==> src/design/mbe_pkg.sv <==
// ----------------------------------------------------------------------------
// mbe_pkg
// Types, constants and Q4.12 arithmetic helpers for the escape-time core.
// ----------------------------------------------------------------------------
package mbe_pkg;

	localparam int unsigned W = 16;
	localparam int unsigned CW = 6;

	localparam logic [2:0] BAND_LT4 = 3'd0;
	localparam logic [2:0] BAND_LT8 = 3'd1;
	localparam logic [2:0] BAND_LT16 = 3'd2;
	localparam logic [2:0] BAND_LTLIM = 3'd3;
	localparam logic [2:0] BAND_BLACK = 3'd4;

	typedef struct packed {
		logic          valid;
		logic          done;
		logic          esc;
		logic [W-1:0]  zr;
		logic [W-1:0]  zi;
		logic [W-1:0]  cr;
		logic [W-1:0]  ci;
		logic [CW-1:0] cnt;
		logic [CW-1:0] lim;
	} mbe_stage_t;

	function automatic logic [W-1:0] qmul(input logic [W-1:0] a, input logic [W-1:0] b);
		logic [W-1:0]   ma;
		logic [W-1:0]   mb;
		logic [2*W-2:0] p;
		logic [W-1:0]   r;
		ma = a[W-1] ? (~a + 16'd1) : a;
		mb = b[W-1] ? (~b + 16'd1) : b;
		p = ma * mb[W-2:0];
		r = p[W+11:12];
		return (a[W-1] ^ b[W-1]) ? (~r + 16'd1) : r;
	endfunction

	function automatic logic big(input logic [W-1:0] v);
		return !v[15] && (v[14] || v[13]);
	endfunction

endpackage

==> src/design/mbe_cell.sv <==
// ----------------------------------------------------------------------------
// mbe_cell
// One iteration z = z*z + c; passes finished points through unchanged.
// ----------------------------------------------------------------------------
module mbe_cell import mbe_pkg::*; (
	input  logic       clk,
	input  logic       arst_n,
	input  logic       adv,
	input  mbe_stage_t prev,
	output mbe_stage_t cur
);

	mbe_stage_t   nxt;
	mbe_stage_t   stage_q;
	logic [W-1:0] rs;
	logic [W-1:0] is2;
	logic [W-1:0] nr;
	logic [W-1:0] ni;
	logic [CW-1:0] cnt1;
	logic         esc;

	always_comb begin
		rs = qmul(prev.zr, prev.zr);
		is2 = qmul(prev.zi, prev.zi);
		ni = qmul({prev.zi[W-2:0], 1'b0}, prev.zr) + prev.ci;
		nr = rs - is2 + prev.cr;
		cnt1 = prev.cnt + 6'd1;
		esc = big(nr) || big(~nr + 16'd1) || big(ni) || big(~ni + 16'd1);
		nxt = prev;
		if (!prev.done) begin
			nxt.zr = nr;
			nxt.zi = ni;
			nxt.cnt = cnt1;
			nxt.esc = esc;
			nxt.done = esc || (cnt1 >= prev.lim);
		end
	end

	always_ff @(posedge clk or negedge arst_n) begin
		if (!arst_n) begin
			stage_q <= '0;
		end else if (adv) begin
			stage_q <= nxt;
		end
	end

	assign cur = stage_q;

endmodule

==> config.mk <==
export PLATFORM = sky130hd
export DESIGN_NAME = mbe_cell
export DESIGN_NICKNAME = d
export VERILOG_FILES = /design/src/design/mbe_pkg.sv /design/src/design/mbe_cell.sv
export SDC_FILE = /design/constraint.sdc
export NUM_CORES = 2
export LEC_CHECK = 0
export BUFFER_PORTS_ARGS = -buffer_cell sky130_fd_sc_hd__buf_2
export CORE_ASPECT_RATIO = 1.75
export CORE_MARGIN = 4
export CORE_UTILIZATION = 55
export CTS_CLUSTER_SIZE = 30
export DETAILED_ROUTE_END_ITERATION = 6
export PLACE_DENSITY = 0.7
export RECOVER_POWER = 25
export SYNTH_ARGS = -nofsm -noshare
export SYNTH_HDL_FRONTEND = slang
export SYNTH_SLANG_ARGS = --single-unit
==> constraint.sdc <==
create_clock -name clk -period 1.5 [get_ports clk]
set_clock_uncertainty 0.2 [all_clocks]
set_input_delay 0.225 -clock clk [delete_from_list [all_inputs] [get_ports clk]]
set_output_delay 0.225 -clock clk [all_outputs]
set_load 0.02 [all_outputs]
==> results by group <==
Run status
  • Status: finished, violations left
  • Failing checks: setup timing

Global routing
  • Vias in the first global route: 26400
  • First-pass GRT wire length: 136 mm
  • GR Overflow Total: 0
  • Tot GR Track Use: 35.9%
  • Antenna violations before repair: 2
  • Largest net degree at the start of global routing: 35

Routing
  • Routed WL: 91.1 mm
  • Pre-antenna DRT Iters: 5
  • Vias: 23800
  • DR WL/cell: 21.2 microns
  • DRC: 0
  • Antenna Nets Post-Route: 0
  • Initial DRC count: 1376
  • Via density: 5.56

Clocking
  • Worst skew pair latency: 0.39 ns
  • Root buf cell: clkbuf_16
  • Clk pin slew, worst setup/hold paths: 0.09 ns
  • Clk buf depth: 2
  • CTS tree: yes
  • H-tree Lvls: 3
  • CTS Sinks: 79
  • CTS Buf Count: 9

Cells and area
  • Final net count: 4536
  • Final Cell Area: 34900 sq um
  • Layout cells sized above 1: 35.0%
  • Area Growth Syn to Fin: 39.4%
  • Max FFs per register: 79
  • Cell Count, Final, Fillers Out: 4292

Setup path
  • CP dominant cell by count: fa_1
  • Startpoint Class: input pin
  • CP Class: in -> reg
  • Worst reg-to-reg path cell count: 1
  • Crit path required time: 1.58 ns
  • CP Capture Type: flop
  • R2R Setup Slk: 0.49 ns
  • RR Startpoint: cur[51]
  • Slowest cell on the critical path: fa_1
  • Arrival time at the worst endpoint: 10.26 ns
  • Crit-path max FO: 6
  • R2r endpoint: cur[51]
  • Max incr delay on CP: 0.58 ns

Yosys
  • YS warnings: 0
  • Top_reg_cell synth: dfrtp_1
  • Distinct cell type count after synthesis: 71
  • Synth Area in XOR/XNOR: 5.89%
  • Synth Area in Adders: 51.7%
  • Synth async-reset ratio: 100%
  • Top cell type by total area after synthesis: fa_1
  • Synth cell count leaders: inv_1 (663), fa_1 (480), nor2_1 (324)
  • Simple-gate share of the synthesized area: 12.6%
  • Post-synthesis compound-gate area fraction: 7.66%
  • Post-synthesis cell count: 2865
  • EDFF count, synth: 0
  • Avg Cell Area, Syn: 8.74 sq um
  • Sequential share of the synthesized area: 7.89%
  • Top cells by area, synth: fa_1 (38%), ha_1 (13%), inv_1 (9.9%)
  • Synthesized area: 25000 sq um
  • Largest family of logic cells by synthesized area: adder cells
  • Most frequent cell after synthesis: inv_1
  • Mux contribution to synthesized area: 2.70%
  • Synth top area share: 38.4%
  • Register bit total from synthesis: 79

Timing
  • Pins Over Slew Limit: 0
  • Final hold slack: 0.0327 ns
  • RSZ-0062 raised after global routing: yes
  • Max Clock Freq: 98.2 MHz
  • Final worst-path cycle share: 679%
  • Final Hold Fails: 0
  • Least-Margin Pin Slew: 0.712 ns
  • Period minus WS final: 10.18 ns
  • Rel. slew slack: 52.5%
  • Final setup fails: 54
  • Post-route worst setup slack: -8.68 ns

Die
  • I/O Pins: 161
  • Initial Util: 55.5%
  • Core area: 45100 sq um
  • Die height: 290 microns
  • Placement Rows: 103
  • Die area: 49100 sq um
  • Die Width: 169 microns

Min path
  • Hold Crit Start: prev[17]
  • Worst min-delay path category: in -> reg
  • Worst Hold End: cur[17]
  • Worst Hold Depth: 3

Place
  • Hpwl dp: 72.5 mm
  • Placed insts: 4160
  • # port buffers: 160
  • Final RePlAce weighted congestion: 1.01
  • Post-place instance area: 31500 sq um

Run
  • Max-Cap Viols: 0
[per-stage QoR]
stage               setup WS, ns  utilization (%)  setup TNS (ns)
floorplan                  -8.53                -         -247.14
global placement           -8.84             69.9         -263.53
detailed placement         -9.06             69.9         -268.53
CTS                        -8.24             74.7         -243.89
global route               -8.92             77.4         -263.14
finish                     -8.68             77.4         -255.27
[cell families after synthesis]
| group | after synthesis |
|---|---|
| AND/OR/NAND/NOR | 747 |
| other | 2 |
| buffers and inverters | 762 |
| XOR/XNOR | 166 |
| adder cells (fa/ha/maj) | 747 |
| flip-flops | 79 |
| multiplexers | 62 |
| AO/OA/AOI/OAI | 300 |
[worst max-delay path, delay by kind of cell]
kind | cells | cell delay, ns
simple gates | 7 | 1.70
mux | 1 | 0.15
fa+ha+maj | 9 | 4.11
compound gates | 14 | 2.77
xor+xnor | 3 | 0.52
buf+inv | 7 | 0.73
[layout by cell type (no fill, tap or decap), types with 11 or more instances in the layout]
cell type / n
nor2_2: 27
o21ai_0: 22
nor3_1: 14
a21o_1: 25
nor2_1: 279
o21a_1: 17
xor2_2: 12
inv_2: 31
nand2_2: 15
ha_4: 29
nand2b_1: 17
nand2_1: 262
buf_6: 53
mux2_2: 41
xnor2_1: 65
dfrtp_1: 78
dlygate4sd3_1: 39
conb_1: 12
buf_4: 649
a21oi_1: 61
fa_1: 469
buf_2: 157
xnor2_2: 28
fa_2: 11
o21ai_2: 11
inv_1: 630
nand3_1: 15
a21oi_2: 47
xor2_1: 51
o21ai_1: 11
nor2_4: 18
ha_1: 233
[cell type report]
class	count	area (sq um)
repair buffers	910	6800
fillers	3080	10200
well taps	577	722
flip-flops and latches	79	1980
clock buffers	10	229
multi-input cells	2034	22500
inverters	673	2550
clock inverters	6	92.6
diodes	3	7.51
[how the worst max path moves through the flow]
stage	start	to	slack, ns	cells past startpoint
after global routing	prev[48]	cur[77]	-8.92	41
after floorplan	prev[44]	cur[77]	-8.53	44
final	prev[48]	cur[77]	-8.68	41
after CTS	prev[45]	cur[77]	-8.24	45
after global placement	prev[44]	cur[77]	-8.84	37
after detailed placement	prev[44]	cur[77]	-9.06	39
[repair_timing]
item,4_1_cts,5_1_grt
pin swaps,181,163
hold buffers,39,0
setup endpoints to repair,34,35
setup buffers,60,41
hold endpoints to repair,117,0
gates resized for setup,237,218
[metal layers]
metal | GRT usage (%) | part of all wire (%) | up-vias
li1 | - | - | 10400
met1 | 36.5 | 31 | 11800
met2 | 64.6 | 52 | 1077
met3 | 4.12 | 5.6 | 497
met4 | 29.3 | 11 | 0
met5 | 0 | 0 | -
Power is left out: the tool's default activity adds up to more than one toggle a clock period on the data nets, which glitch-free logic cannot reach.
